`src/rtl/core/pfd_pkg.sv`:
```
// ============================================================================
// pfd_pkg
// Shared widths, register indexes, microcode program and conversion helpers
// for the filtered-derivative PID controller.
// ============================================================================
package pfd_pkg;

    // Field and datapath widths.
    localparam int CODE_W     = 10;
    localparam int VOLT_W     = 15;
    localparam int ERR_W      = 16;
    localparam int DERR_W     = 17;
    localparam int GAIN_W     = 24;
    localparam int SMOOTH_W   = 16;
    localparam int LIMIT_W    = 15;
    localparam int ACC_W      = 32;
    localparam int CTL_W      = 16;
    localparam int DUTY_W     = 8;
    localparam int CFG_IDX_W  = 3;
    localparam int CFG_DATA_W = 24;
    localparam int STEP_W     = 4;

    // Shared multiplier: signed A times a gain extended by a sign bit.
    localparam int MUL_A_W = 33;
    localparam int MUL_B_W = 25;
    localparam int PROD_W  = MUL_A_W + MUL_B_W;
    localparam int RND_W   = 34;   // product rounded and shifted by 8
    localparam int SUM_W   = 36;   // headroom for saturating sums

    localparam int GAIN_SHIFT   = 8;
    localparam int SMOOTH_SHIFT = 16;

    // Converter full scale and the PWM offset of 127.5 in half steps.
    localparam int FULL_SCALE = 1023;
    localparam int HALF_SCALE = 511;
    localparam int FRAC_BITS  = 12;
    localparam int DUTY_OFS   = 255 << FRAC_BITS;
    localparam int DUTY_MAX   = 255;

    localparam logic [SUM_W-1:0] ACC_MAX = SUM_W'(64'sd2147483647);
    localparam logic [SUM_W-1:0] ACC_MIN = SUM_W'(-64'sd2147483648);

    // Configuration register indexes.
    typedef enum logic [CFG_IDX_W-1:0] {
        CFG_PROP_GAIN   = 3'd0,
        CFG_INTEG_GAIN  = 3'd1,
        CFG_DERIV_GAIN  = 3'd2,
        CFG_DERIV_SMOOTH = 3'd3,
        CFG_DRIVE_LIMIT = 3'd4
    } t_cfg_idx;

    // Datapath operations selected by the control word.
    typedef enum logic [3:0] {
        OP_IDLE  = 4'd0,
        OP_CONV  = 4'd1,
        OP_MUL_P = 4'd2,
        OP_MUL_I = 4'd3,
        OP_MUL_D = 4'd4,
        OP_DSUM  = 4'd5,
        OP_MUL_S = 4'd6,
        OP_DUPD  = 4'd7,
        OP_CTL   = 4'd8,
        OP_DUTY  = 4'd9,
        OP_OPEN  = 4'd10,
        OP_EMIT  = 4'd11
    } t_op;

    // Sequencing condition of a control word.
    typedef enum logic [2:0] {
        COND_NEXT = 3'd0,
        COND_IN   = 3'd1,
        COND_OPEN = 3'd2,
        COND_JUMP = 3'd3,
        COND_OUT  = 3'd4
    } t_cond;

    typedef struct packed {
        t_op               op;
        t_cond             cond;
        logic [STEP_W-1:0] target;
    } t_uword;

    // Program addresses.
    localparam logic [STEP_W-1:0] STEP_IDLE  = 4'd0;
    localparam logic [STEP_W-1:0] STEP_CONV  = 4'd1;
    localparam logic [STEP_W-1:0] STEP_MUL_P = 4'd2;
    localparam logic [STEP_W-1:0] STEP_MUL_I = 4'd3;
    localparam logic [STEP_W-1:0] STEP_MUL_D = 4'd4;
    localparam logic [STEP_W-1:0] STEP_DSUM  = 4'd5;
    localparam logic [STEP_W-1:0] STEP_MUL_S = 4'd6;
    localparam logic [STEP_W-1:0] STEP_DUPD  = 4'd7;
    localparam logic [STEP_W-1:0] STEP_CTL   = 4'd8;
    localparam logic [STEP_W-1:0] STEP_DUTY  = 4'd9;
    localparam logic [STEP_W-1:0] STEP_OPEN  = 4'd10;
    localparam logic [STEP_W-1:0] STEP_EMIT  = 4'd11;

    // Microcode ROM: one control word per step.
    function automatic t_uword ucode_rom(input logic [STEP_W-1:0] step);
        t_uword w;
        case (step)
            STEP_IDLE:  w = '{OP_IDLE,  COND_IN,   STEP_CONV};
            STEP_CONV:  w = '{OP_CONV,  COND_OPEN, STEP_OPEN};
            STEP_MUL_P: w = '{OP_MUL_P, COND_NEXT, STEP_IDLE};
            STEP_MUL_I: w = '{OP_MUL_I, COND_NEXT, STEP_IDLE};
            STEP_MUL_D: w = '{OP_MUL_D, COND_NEXT, STEP_IDLE};
            STEP_DSUM:  w = '{OP_DSUM,  COND_NEXT, STEP_IDLE};
            STEP_MUL_S: w = '{OP_MUL_S, COND_NEXT, STEP_IDLE};
            STEP_DUPD:  w = '{OP_DUPD,  COND_NEXT, STEP_IDLE};
            STEP_CTL:   w = '{OP_CTL,   COND_NEXT, STEP_IDLE};
            STEP_DUTY:  w = '{OP_DUTY,  COND_JUMP, STEP_EMIT};
            STEP_OPEN:  w = '{OP_OPEN,  COND_NEXT, STEP_IDLE};
            STEP_EMIT:  w = '{OP_EMIT,  COND_OUT,  STEP_IDLE};
            default:    w = '{OP_IDLE,  COND_JUMP, STEP_IDLE};
        endcase
        return w;
    endfunction

    // round(code * 5 * 2^12 / 1023). Since 20480 = 20*1023 + 20, this is
    // 20*code plus floor((20*code + 511) / 1023), a quotient of at most 20.
    function automatic logic [VOLT_W-1:0] code_to_volts(input logic [CODE_W-1:0] code);
        logic [VOLT_W-1:0] x20;
        logic [VOLT_W-1:0] x;
        logic [4:0]        q0;
        logic [10:0]       r;
        logic              q1;
        x20 = VOLT_W'({code, 4'b0}) + VOLT_W'({code, 2'b0});
        x   = x20 + VOLT_W'(HALF_SCALE);
        q0  = x[VOLT_W-1:10];
        r   = {1'b0, x[9:0]} + 11'(q0);
        q1  = (r >= 11'(FULL_SCALE));
        return x20 + VOLT_W'(q0) + VOLT_W'(q1);
    endfunction

    // floor(code * 255 / 1023) with one correction step on the remainder.
    function automatic logic [DUTY_W-1:0] open_duty(input logic [CODE_W-1:0] code);
        logic [17:0] y;
        logic [7:0]  q0;
        logic [10:0] r;
        y  = {code, 8'b0} - 18'(code);
        q0 = y[17:10];
        r  = {1'b0, y[9:0]} + 11'(q0);
        return q0 + DUTY_W'(r >= 11'(FULL_SCALE));
    endfunction

    // floor((ctl*102 + 255*2^12) / 2^13), limited to 0..255.
    function automatic logic [DUTY_W-1:0] closed_duty(input logic signed [CTL_W-1:0] ctl);
        logic signed [24:0] c;
        logic signed [24:0] num;
        logic [DUTY_W-1:0]  d;
        c   = 25'(ctl);
        num = (c <<< 6) + (c <<< 5) + (c <<< 2) + (c <<< 1) + 25'(DUTY_OFS);
        if (num[24]) begin
            d = '0;
        end else if (num[23:FRAC_BITS+1] > 11'(DUTY_MAX)) begin
            d = DUTY_W'(DUTY_MAX);
        end else begin
            d = num[FRAC_BITS+DUTY_W:FRAC_BITS+1];
        end
        return d;
    endfunction

    // Saturate a wide signed sum to the 32-bit accumulator range.
    function automatic logic signed [ACC_W-1:0] sat_acc(input logic signed [SUM_W-1:0] x);
        logic signed [ACC_W-1:0] y;
        if (x > $signed(ACC_MAX)) begin
            y = ACC_MAX[ACC_W-1:0];
        end else if (x < $signed(ACC_MIN)) begin
            y = ACC_MIN[ACC_W-1:0];
        end else begin
            y = x[ACC_W-1:0];
        end
        return y;
    endfunction

endpackage

```
`src/rtl/core/pid_filtered_derivative.sv`:
```
// ============================================================================
// pid_filtered_derivative
// Fixed-point PID controller with a first-order filtered derivative, run by
// a microcoded sequencer around one shared multiplier.
// ============================================================================
//
//  Channel   Direction  Contents (lowest bits first)
//  --------  ---------  --------------------------------------------------------
//  s_axis    in         tdata: setpoint_code[9:0], measured_code[19:10]; tuser: open_loop
//  m_axis    out        tdata: pwm_duty[7:0], control_value[23:8],
//                              setpoint_volts[38:24], measured_volts[53:39]
//  cfg       in         i_cfg_we, i_cfg_addr (register index), i_cfg_wdata
//
// A new transaction is accepted only after the last has left its emit step;
// an open-loop one skips the multiplier steps. The closed-loop length is set
// by the single 33x25 multiplier, which serves the P, I, D and smoothing
// products in turn, each followed by a register. Reset (synchronous, active
// low) restores the register defaults and clears the controller history. A
// result waiting on m_axis does not block acceptance; only the final write of
// the next result holds until the output register is free.
// ============================================================================
module pid_filtered_derivative (
    input  logic                              i_clk,
    input  logic                              i_rst_n,
    // Configuration write port.
    input  logic                              i_cfg_we,
    input  logic [pfd_pkg::CFG_IDX_W-1:0]     i_cfg_addr,
    input  logic [pfd_pkg::CFG_DATA_W-1:0]    i_cfg_wdata,
    // Input stream.
    input  logic                              s_axis_tvalid,
    output logic                              s_axis_tready,
    input  logic [23:0]                       s_axis_tdata,  // setpoint_code, measured_code
    input  logic                              s_axis_tuser,  // open_loop
    // Output stream.
    output logic                              m_axis_tvalid,
    input  logic                              m_axis_tready,
    output logic [55:0]                       m_axis_tdata   // pwm_duty, control_value,
                                                             // setpoint_volts, measured_volts
);
    import pfd_pkg::*;

    // Configuration registers.
    logic [GAIN_W-1:0]   r_kp, r_ki, r_kd;
    logic [SMOOTH_W-1:0] r_sm;
    logic [LIMIT_W-1:0]  r_lim;

    // Sequencer.
    logic [STEP_W-1:0] r_step, n_step;
    t_uword            w_uw;

    // Captured transaction.
    logic [CODE_W-1:0] r_sp_code, r_mv_code;
    logic              r_open;

    // Datapath registers.
    logic [VOLT_W-1:0]        r_sp, r_mv;
    logic signed [ERR_W-1:0]  r_err;
    logic signed [DERR_W-1:0] r_de;
    logic signed [PROD_W-1:0] r_prod;
    logic signed [RND_W-1:0]  r_p;
    logic signed [ACC_W-1:0]  r_s;
    logic signed [CTL_W-1:0]  r_ctl;
    logic [DUTY_W-1:0]        r_duty;

    // Controller history.
    logic signed [ERR_W-1:0] r_prev;
    logic signed [ACC_W-1:0] r_i, r_d;
    logic signed [CTL_W-1:0] r_last;

    // Output register.
    logic                    r_o_valid;
    logic [DUTY_W-1:0]       r_o_duty;
    logic signed [CTL_W-1:0] r_o_ctl;
    logic [VOLT_W-1:0]       r_o_sp, r_o_mv;

    logic                     w_in_acc;
    logic                     w_emit;
    logic [VOLT_W-1:0]        w_sp, w_mv;
    logic signed [ERR_W-1:0]  w_err;
    logic signed [MUL_A_W-1:0] w_mul_a;
    logic signed [MUL_B_W-1:0] w_mul_b;
    logic signed [PROD_W-1:0] w_prod;
    logic signed [PROD_W-1:0] w_rnd8_t, w_rnd16_t;
    logic signed [RND_W-1:0]  w_rnd8;
    logic signed [ACC_W-1:0]  w_rnd16;
    logic [DERR_W-1:0]        w_last_abs;
    logic                     w_int_en;
    logic signed [SUM_W-1:0]  w_sum, w_lim_s;
    logic signed [CTL_W-1:0]  w_ctl;

    assign w_uw = ucode_rom(r_step);

    assign s_axis_tready = (r_step == STEP_IDLE);
    assign w_in_acc      = s_axis_tvalid && s_axis_tready;
    assign w_emit        = (w_uw.op == OP_EMIT) && (!r_o_valid || m_axis_tready);

    // Step sequencing.
    always_comb begin
        case (w_uw.cond)
            COND_NEXT: n_step = r_step + STEP_W'(1);
            COND_IN:   n_step = w_in_acc ? w_uw.target : r_step;
            COND_OPEN: n_step = r_open ? w_uw.target : r_step + STEP_W'(1);
            COND_JUMP: n_step = w_uw.target;
            COND_OUT:  n_step = w_emit ? w_uw.target : r_step;
            default:   n_step = STEP_IDLE;
        endcase
    end

    // Code conversion and error.
    assign w_sp  = code_to_volts(r_sp_code);
    assign w_mv  = code_to_volts(r_mv_code);
    assign w_err = $signed({1'b0, w_sp}) - $signed({1'b0, w_mv});

    // Shared multiplier operand selection; the gains are always non-negative.
    always_comb begin
        case (w_uw.op)
            OP_MUL_P: begin
                w_mul_a = MUL_A_W'(r_err);
                w_mul_b = $signed({1'b0, r_kp});
            end
            OP_MUL_I: begin
                w_mul_a = MUL_A_W'(r_err);
                w_mul_b = $signed({1'b0, r_ki});
            end
            OP_MUL_D: begin
                w_mul_a = MUL_A_W'(r_de);
                w_mul_b = $signed({1'b0, r_kd});
            end
            OP_MUL_S: begin
                w_mul_a = MUL_A_W'(r_s);
                w_mul_b = $signed({9'b0, r_sm});
            end
            default: begin
                w_mul_a = '0;
                w_mul_b = '0;
            end
        endcase
    end

    assign w_prod = w_mul_a * w_mul_b;

    // Round half up, then shift: arithmetic shift of the biased product.
    assign w_rnd8_t  = r_prod + PROD_W'(1 << (GAIN_SHIFT - 1));
    assign w_rnd8    = w_rnd8_t[RND_W+GAIN_SHIFT-1:GAIN_SHIFT];
    assign w_rnd16_t = r_prod + PROD_W'(1 << (SMOOTH_SHIFT - 1));
    assign w_rnd16   = w_rnd16_t[ACC_W+SMOOTH_SHIFT-1:SMOOTH_SHIFT];

    // The integral advances only while the previous output was inside the limit.
    assign w_last_abs = r_last[CTL_W-1] ? (DERR_W'(0) - DERR_W'(r_last))
                                        : DERR_W'(r_last);
    assign w_int_en   = (w_last_abs < DERR_W'(r_lim));

    // Output sum and clamp.
    assign w_sum   = SUM_W'(r_p) + SUM_W'(r_i) + SUM_W'(r_d);
    assign w_lim_s = $signed({{(SUM_W-LIMIT_W){1'b0}}, r_lim});
    always_comb begin
        if (w_sum > w_lim_s) begin
            w_ctl = w_lim_s[CTL_W-1:0];
        end else if (w_sum < -w_lim_s) begin
            w_ctl = CTL_W'(-w_lim_s);
        end else begin
            w_ctl = w_sum[CTL_W-1:0];
        end
    end

    // Control state and configuration.
    always_ff @(posedge i_clk) begin
        if (!i_rst_n) begin
            r_step    <= STEP_IDLE;
            r_o_valid <= 1'b0;
            r_prev    <= '0;
            r_i       <= '0;
            r_d       <= '0;
            r_last    <= '0;
            r_kp      <= GAIN_W'(256);
            r_ki      <= GAIN_W'(51);
            r_kd      <= GAIN_W'(768000);
            r_sm      <= SMOOTH_W'(649);
            r_lim     <= LIMIT_W'(10240);
        end else begin
            r_step <= n_step;

            if (w_emit) begin
                r_o_valid <= 1'b1;
            end else if (m_axis_tready) begin
                r_o_valid <= 1'b0;
            end

            if (w_uw.op == OP_CONV) begin
                r_prev <= w_err;
            end
            if (w_uw.op == OP_MUL_D && w_int_en) begin
                r_i <= sat_acc(SUM_W'(r_i) + SUM_W'(w_rnd8));
            end
            if (w_uw.op == OP_DUPD) begin
                r_d <= w_rnd16;
            end
            if (w_uw.op == OP_CTL) begin
                r_last <= w_ctl;
            end

            if (i_cfg_we) begin
                case (i_cfg_addr)
                    CFG_PROP_GAIN:    r_kp  <= i_cfg_wdata;
                    CFG_INTEG_GAIN:   r_ki  <= i_cfg_wdata;
                    CFG_DERIV_GAIN:   r_kd  <= i_cfg_wdata;
                    CFG_DERIV_SMOOTH: r_sm  <= i_cfg_wdata[SMOOTH_W-1:0];
                    CFG_DRIVE_LIMIT:  r_lim <= i_cfg_wdata[LIMIT_W-1:0];
                    default: begin
                    end
                endcase
            end
        end
    end

    // Payload registers.
    always_ff @(posedge i_clk) begin
        if (w_in_acc) begin
            r_sp_code <= s_axis_tdata[CODE_W-1:0];
            r_mv_code <= s_axis_tdata[2*CODE_W-1:CODE_W];
            r_open    <= s_axis_tuser;
        end

        case (w_uw.op)
            OP_CONV: begin
                r_sp  <= w_sp;
                r_mv  <= w_mv;
                r_err <= w_err;
                r_de  <= DERR_W'(w_err) - DERR_W'(r_prev);
            end
            OP_MUL_P: r_prod <= w_prod;
            OP_MUL_I: begin
                r_p    <= w_rnd8;
                r_prod <= w_prod;
            end
            OP_MUL_D: r_prod <= w_prod;
            OP_DSUM:  r_s    <= sat_acc(SUM_W'(w_rnd8) + SUM_W'(r_d));
            OP_MUL_S: r_prod <= w_prod;
            OP_CTL:   r_ctl  <= w_ctl;
            OP_DUTY:  r_duty <= closed_duty(r_ctl);
            OP_OPEN: begin
                r_duty <= open_duty(r_sp_code);
                r_ctl  <= '0;
            end
            default: begin
            end
        endcase

        if (w_emit) begin
            r_o_duty <= r_duty;
            r_o_ctl  <= r_ctl;
            r_o_sp   <= r_sp;
            r_o_mv   <= r_mv;
        end
    end

    assign m_axis_tvalid = r_o_valid;
    assign m_axis_tdata  = {2'b0, r_o_mv, r_o_sp, r_o_ctl, r_o_duty};

    // A delivered control value never leaves the configured clamp.
    assert property (@(posedge i_clk) disable iff (!i_rst_n)
        r_o_valid |-> ($signed(r_o_ctl) <= $signed({1'b0, r_lim})) &&
                      ($signed(r_o_ctl) >= -$signed({1'b0, r_lim})))
        else $error("control value outside drive limit");

    // An accepted transaction starts the program at the conversion step.
    assert property (@(posedge i_clk) disable iff (!i_rst_n)
        w_in_acc |=> (r_step == STEP_CONV) && !s_axis_tready)
        else $error("sequencer did not start after acceptance");

    // A new result appears only from the emit step.
    assert property (@(posedge i_clk) disable iff (!i_rst_n)
        $rose(r_o_valid) |-> $past(r_step) == STEP_EMIT)
        else $error("output valid rose outside the emit step");

endmodule
```
`config.mk`:
```
export PLATFORM = sky130hd
export DESIGN_NAME = pid_filtered_derivative
export DESIGN_NICKNAME = d
export VERILOG_FILES = /design/src/rtl/core/pfd_pkg.sv /design/src/rtl/core/pid_filtered_derivative.sv
export SDC_FILE = /design/constraint.sdc
export NUM_CORES = 2
export LEC_CHECK = 0
export BUFFER_PORTS_ARGS = -buffer_cell sky130_fd_sc_hd__buf_2
export CORE_UTILIZATION = 55
export CTS_CLUSTER_DIAMETER = 200
export DETAILED_ROUTE_END_ITERATION = 10
export PLACE_DENSITY = 0.79
export REMOVE_ABC_BUFFERS = 1
export SLEW_MARGIN = 20
export SYNTH_ARGS = -nofsm -noshare
export SYNTH_HDL_FRONTEND = slang
export SYNTH_SLANG_ARGS = --single-unit
```
`constraint.sdc`:
```
create_clock -name i_clk -period 12.7 [get_ports i_clk]
set_input_delay 3.81 -clock i_clk [delete_from_list [all_inputs] [get_ports i_clk]]
set_output_delay 3.81 -clock i_clk [all_outputs]
set_load 0.1 [all_outputs]
```
### Yosys cells after proc, flatten, opt, wreduce, memory -nomap -nowiden

Memories as Yosys holds them, arrays and structs flattened. A register that Yosys moved wholly into a read port is not among the register bits.
Index checks and enable logic that the tools add are counted.

| storage, ports and cells | value |
|---|---|
| bits in read-only memories | 160 |
| memories | 1 |
| flip-flop bits (word level) | 480 |
| logic and storage cells | 128 |
| input bits | 57 |
| output and inout port bits | 58 |

Memory list:

| memory | words | bits a word | read ports | clocked after Yosys merged registers in | wr ports | line | RTL |
|---|---|---|---|---|---|---|---|
| (name not given) | 16 | 10 | 1 | 1 | 0 | pfd_pkg.sv:100 | `case (step)` |

| cells by class | value |
|---|---|
| reductions and logical operators | 19 |
| multipliers | 1 |
| add/sub/neg operators | 28 |
| equality and inequality tests | 21 |
| order comparisons | 11 |
| mux-type cells | 20 |

Operator list:

| operator | count |
|---|---|
| case mux 33 bit (3 select lines) | 1 |
| 2-to-1 mux 32 bit | 3 |
| case mux 24 bit (4 select lines) | 1 |
| adder 34 x 32 -> 35 bit | 2 |
| greater-than comparator 35 x 32 -> 1 bit, second input constant | 2 |
| < comparator 35 x 32 -> 1 bit, second input constant | 2 |
| adder 48 x 17 -> 48 bit, second input constant | 1 |
| multiplier 33 x 25 -> 48 bit | 1 |
| adder 42 x 9 -> 42 bit, second input constant | 1 |
| adder 35 x 32 -> 36 bit | 1 |
| greater-than comparator 36 x 16 -> 1 bit | 1 |
| < comparator 36 bit | 1 |
| negator 15 -> 36 bit | 1 |
| adder 32 x 34 -> 35 bit | 1 |
| greater-or-equal comparator 11 x 10 -> 1 bit, second input constant | 3 |
| 2-to-1 mux 16 bit | 2 |
| case mux 16 bit (2 select lines) | 1 |
| adder 14 x 12 -> 15 bit | 2 |
| adder 15 x 1 -> 15 bit | 2 |
| adder 15 x 5 -> 15 bit | 2 |
| adder 15 x 9 -> 15 bit, second input constant | 2 |
| adder 24 x 17 -> 25 bit | 1 |
| adder 25 x 21 -> 25 bit, second input constant | 1 |
| adder 23 x 18 -> 24 bit | 1 |
| 34 further kinds | 64 |

### Longest topological paths before layout

| depth | value |
|---|---|
| depth after elaboration | 8 |
| depth in mapped cells | 42 |
| mapped depth without buffers | 42 |

### Worst setup path before layout

No wires, ideal clock.

| path | value |
|---|---|
| path type | register -> register |
| start point | register w_uw[7] (netlist name) |
| end point | register r_prod[47] (data pin) |
| data required time | 12438 ps |
| clock period less this slack | 10031 ps |
| stages on the path, launching flop included | 36 |
| setup slack | 2669 ps |
| data arrival time | 9769 ps |
| buffers on the path | 4 |
| library setup time | 262 ps |
| cells stage by stage | dfxtp_1 clkbuf_1 nand2_1 nor3_1 clkbuf_1 buf_1 nand2_1 nand3_1 clkbuf_1 nand2_1 fa_1 inv_1 fa_1 inv_1 fa_1 inv_1 fa_1 inv_1 fa_1 fa_1 inv_1 fa_1 ha_1 a21o_1 a21o_1 a21o_1 a31oi_1 o21ai_0 a41o_1 a211oi_2 a211oi_1 o21ai_0 a21oi_1 o41ai_1 o21bai_1 xor2_1 |

| on the way | value |
|---|---|
| longest elaborated chain between the ends | 4 |
| elaborated cells on any way between the ends | 8 |
| those cells by class | 1 x mul; 4 x eq/ne; 2 x mux; 1 x reduce/logical |

Ends and longest elaborated chain:

| what | line | RTL |
|---|---|---|
| == test 4 x 2 -> 1 bit | pid_filtered_derivative.sv:116 | `case (w_uw.op)` |
| OR reduction 2 bit (no source line) | - |  |
| case mux 33 bit (3 select lines) | pid_filtered_derivative.sv:116 |  |
| multiplier 33 x 25 -> 48 bit * | pid_filtered_derivative.sv:140 | `assign w_prod = w_mul_a * w_mul_b;` |
| net w_prod[47] | pid_filtered_derivative.sv:82 | `logic signed [PROD_W-1:0] w_prod;` |
| end signal: assignment | pid_filtered_derivative.sv:231 | `OP_MUL_P: r_prod <= w_prod;` |
| end signal: assignment | pid_filtered_derivative.sv:234 | `r_prod <= w_prod;` |
| end signal: assignment | pid_filtered_derivative.sv:236 | `OP_MUL_D: r_prod <= w_prod;` |
| end: declaration | pid_filtered_derivative.sv:59 | `logic signed [PROD_W-1:0] r_prod;` |

The timed path passes the listed nets; every way through them passes the cells marked *.
A chain may end at the register's enable or synchronous reset.

### Worst setup path after layout

| path | value |
|---|---|
| start point | register w_uw[10] (netlist name) |
| end point | register r_prod[47] (data pin) |

| on the way | value |
|---|---|
| longest elaborated chain between the ends | 4 |
| elaborated cells on any way between the ends | 8 |
| those cells by class | 1 x mul; 4 x eq/ne; 2 x mux; 1 x reduce/logical |

Ends and longest elaborated chain:

| what | line |
|---|---|
| == test 4 x 2 -> 1 bit | pid_filtered_derivative.sv:116 |
| OR reduction 2 bit (no source line) | - |
| case mux 33 bit (3 select lines) | pid_filtered_derivative.sv:116 |
| multiplier 33 x 25 -> 48 bit * | pid_filtered_derivative.sv:140 |
| net w_prod[47] | pid_filtered_derivative.sv:82 |

Marks and branches as above.

==> summary.md <==
| Metric | Value |
|---|---|
| Min Tclk post-route | roughly 11 ns |
| Worst slack at placement | 1.60 ns |
| Crit. End Element | register |
| DRC | 0 |
| Vias in the first global route | ~45000 |
| Root buf cell | clkbuf_16 |
| Number of buffers added on ports | 108 |
| Crit path top cell by count | fa_1 |
| Yosys warns | 0 |
| Post-DP Area | between 0.05 and 0.06 mm² |
| Via Count | approximately 44000 |
| Max cap viols | 0 |
| Hold Vio Cnt, Final | 0 |
| Antenna violations before repair | 5 |
| Total CTS buffers | 50 |
| Critical Path AT | ~12 ns |
| Crit-path max FO | 15 |
| Status | completed |
| Startpoint types | register |
| Die Wd | 318 µm |
| Final instance area | 0.0584 mm² |
| # hold bufs at CTS | 0 |
| Largest net degree at the start of global routing | 94 |
| Sequential-to-total area share from yosys stat | 22.5% |
| Async SR Flop Fraction | 0% |
| Worst Skew | 0.0311 ns |
| CTS tree | done |
| Final Worst Setup Slack | ~1.3 ns |
| Multi-input logic area | 0.0387 mm² |
| Worst Setup Path Type | register to register |
| Ratio of cells with drive above 1 in the final layout | 5.49% |
| Top_reg_cell synth | edfxtp_1 |
| #FFs+latches synth | 482 |
| Grt total ovfl | 0 |
| Cell area power density | about 180 mW/mm² |
| WP data required | 13.08 ns |
| DRT iter0 DRCs | 4752 |
| Final wirelength | 157 mm |
| First-pass GRT wire length | 247 mm |
| Slew @ Worst Pin | approximately 1.2 ns |
| Biggest cell delay along the critical path | 0.91 ns |
| Global placement routability congestion | 0.994 |
| Setup bufs post-CTS | 0 |
| Initial Util | 55.6% |
| ANT nets after route | 0 |
| Max Transition Viols Final | 0 |
| Setup TNS Final | 0 ns |
| Hold crit path type | register to register |
| Period utilization | 90.0% |
| Worst-path clk slew | 0.07 ns |
| FMAX | 0.0875 GHz |
| Detailed Place HPWL | 122 mm |
| Most common cell after layout, fill and taps aside | nand2_1 |
| Nets | 7269 |
| Chip height | 318 µm |
| Final setup fails | 0 |
| Syn_area_per_cell | approximately 9.1 µm² |
| RSZ-0062 raised after global routing | no |
| Seq. cell area | approximately 0.012 mm² |
| Clock Path Buffers | 3 |
| Max-slew headroom | 22.8% |
| Most frequent cells in the layout | 922 x nand2_1, 824 x inv_1, 757 x fa_1 |
| Post_cts resized | 0 |
| Leakage | 25.7 nW |
| Distinct cells, synth | 92 |
| Gr usage total | 31.1% |
| Core area | 0.0987 mm² |
| Clock Sinks | 482 |
| WL/cell | 21.3 µm |
| Vias per cell | between 6 and 7 |
| Cells after Synth | ~6000 |
| Hold_ws | between 0.4 and 0.5 ns |
| VDD IR-drop max | approximately 0.00035 V |
| P&R area growth vs syn | 6.41% |
| Fillers | 8227 |
| # rows | 115 |
| DRT Pass-1 Iters | 8 |
| Post-synth EDFFs | 269 |
| Syn Std Cell Area | 0.0549 mm² |
| CP max stage cell | a222oi_1 |
| Clk_lat worst skew | 0.64 ns |
| Num ports | around 120 |
| Total Power | 10.8 mW |
| Die area | 0.101 mm² |
| Htree depth | 2 |
state kept, by name, summed over array words and instances (netlist names), 16 cells and up:
signal and flops:
r_s 32, r_i 32, r_kp 24, r_de 17
r_prod 41, r_prev 16, r_p 34, r_ctl 16
r_d 32, r_o_ctl 16, r_last 16, r_err 16
r_kd 24, r_sm 16, r_ki 24
synth_stat cells, types with 47 or more instances:
cell	number	area, µm²
a21o_1	121	908
nor2_1	563	2110
nor2b_1	47	294
o21ai_0	186	931
nand3_1	91	455
dfxtp_1	213	4260
edfxtp_1	269	8080
a21oi_1	313	1570
nor3_1	66	330
xnor2_1	214	1870
nand2_1	923	3460
fa_1	757	15200
ha_1	429	5370
inv_1	825	3100
xor2_1	100	876
clkbuf_1	233	875
o21a_1	59	443
and2_1	49	307
through the flow:
| step | util (%) | std cells |
|---|---|---|
| 6_report | 59.2 | 7358 |
| 5_1_grt | 59.2 | 7357 |
| 3_5_place_dp | 57.5 | 7259 |
| 2_1_floorplan | - | 5805 |
| 3_3_place_gp | 57.5 | 7259 |
| 4_1_cts | 59.1 | 7353 |
worst max-delay path, delay by kind of cell, from the launching register on:
kind,cells,cell delay [ns]
AND/OR/NAND/NOR,4,1.60
adder cells (fa/ha/maj),8,3.71
flip-flops,1,0.81
XOR/XNOR,1,0.36
AO/OA/AOI/OAI,13,4.07
buffers and inverters,4,0.59
where the power goes:
group          internal (mW)  leakage, nW  total, mW  switching (mW)
logic                   2.46         20.7       6.75            4.29
registers               2.32         4.20       2.53           0.211
clock network          0.837        0.790       1.50           0.665
worst paths after layout:
kind	startpoint	end	slack, ns	cells after the start
worst max register to register	w_uw[10]$_SDFF_PN0_	r_prod[47]$_DFFE_PN_	1.27	30
worst min-delay path	r_sp[11]$_DFFE_PN_	r_o_sp[11]$_DFFE_PP_	0.41	0
worst max-delay path	w_uw[10]$_SDFF_PN0_	r_prod[47]$_DFFE_PN_	1.27	30
worst min register to register	r_sp[11]$_DFFE_PN_	r_o_sp[11]$_DFFE_PP_	0.41	0
cells by family after synthesis:
group	after synthesis	share of synthesized area [%]
mux	25	0.472
buf+inv	1075	7.39
flops	482	22.5
xor+xnor	314	5.01
fa+ha+maj	1187	37.4
simple gates	1979	15.6
compound gates	990	11.6
other cells	1	0.00683
cell type report:
class	instances	share of cell area (%)
clock buffers	63	2.29
inverters	826	5.31
flip-flops and latches	482	21.1
repair buffers	169	1.75
diodes	3	0.0128
multi-input cells	4497	66.3
clock inverters	31	0.503
well taps	1287	2.76
metal layers:
layer / share of wire [%] / GRT usage [%]
met1: 39 / 41.4
met3: 11 / 7.71
met2: 45 / 48.1
met4: 5.2 / 14.1
met5: 0 / 0
Power figures use the tool's default switching activity.
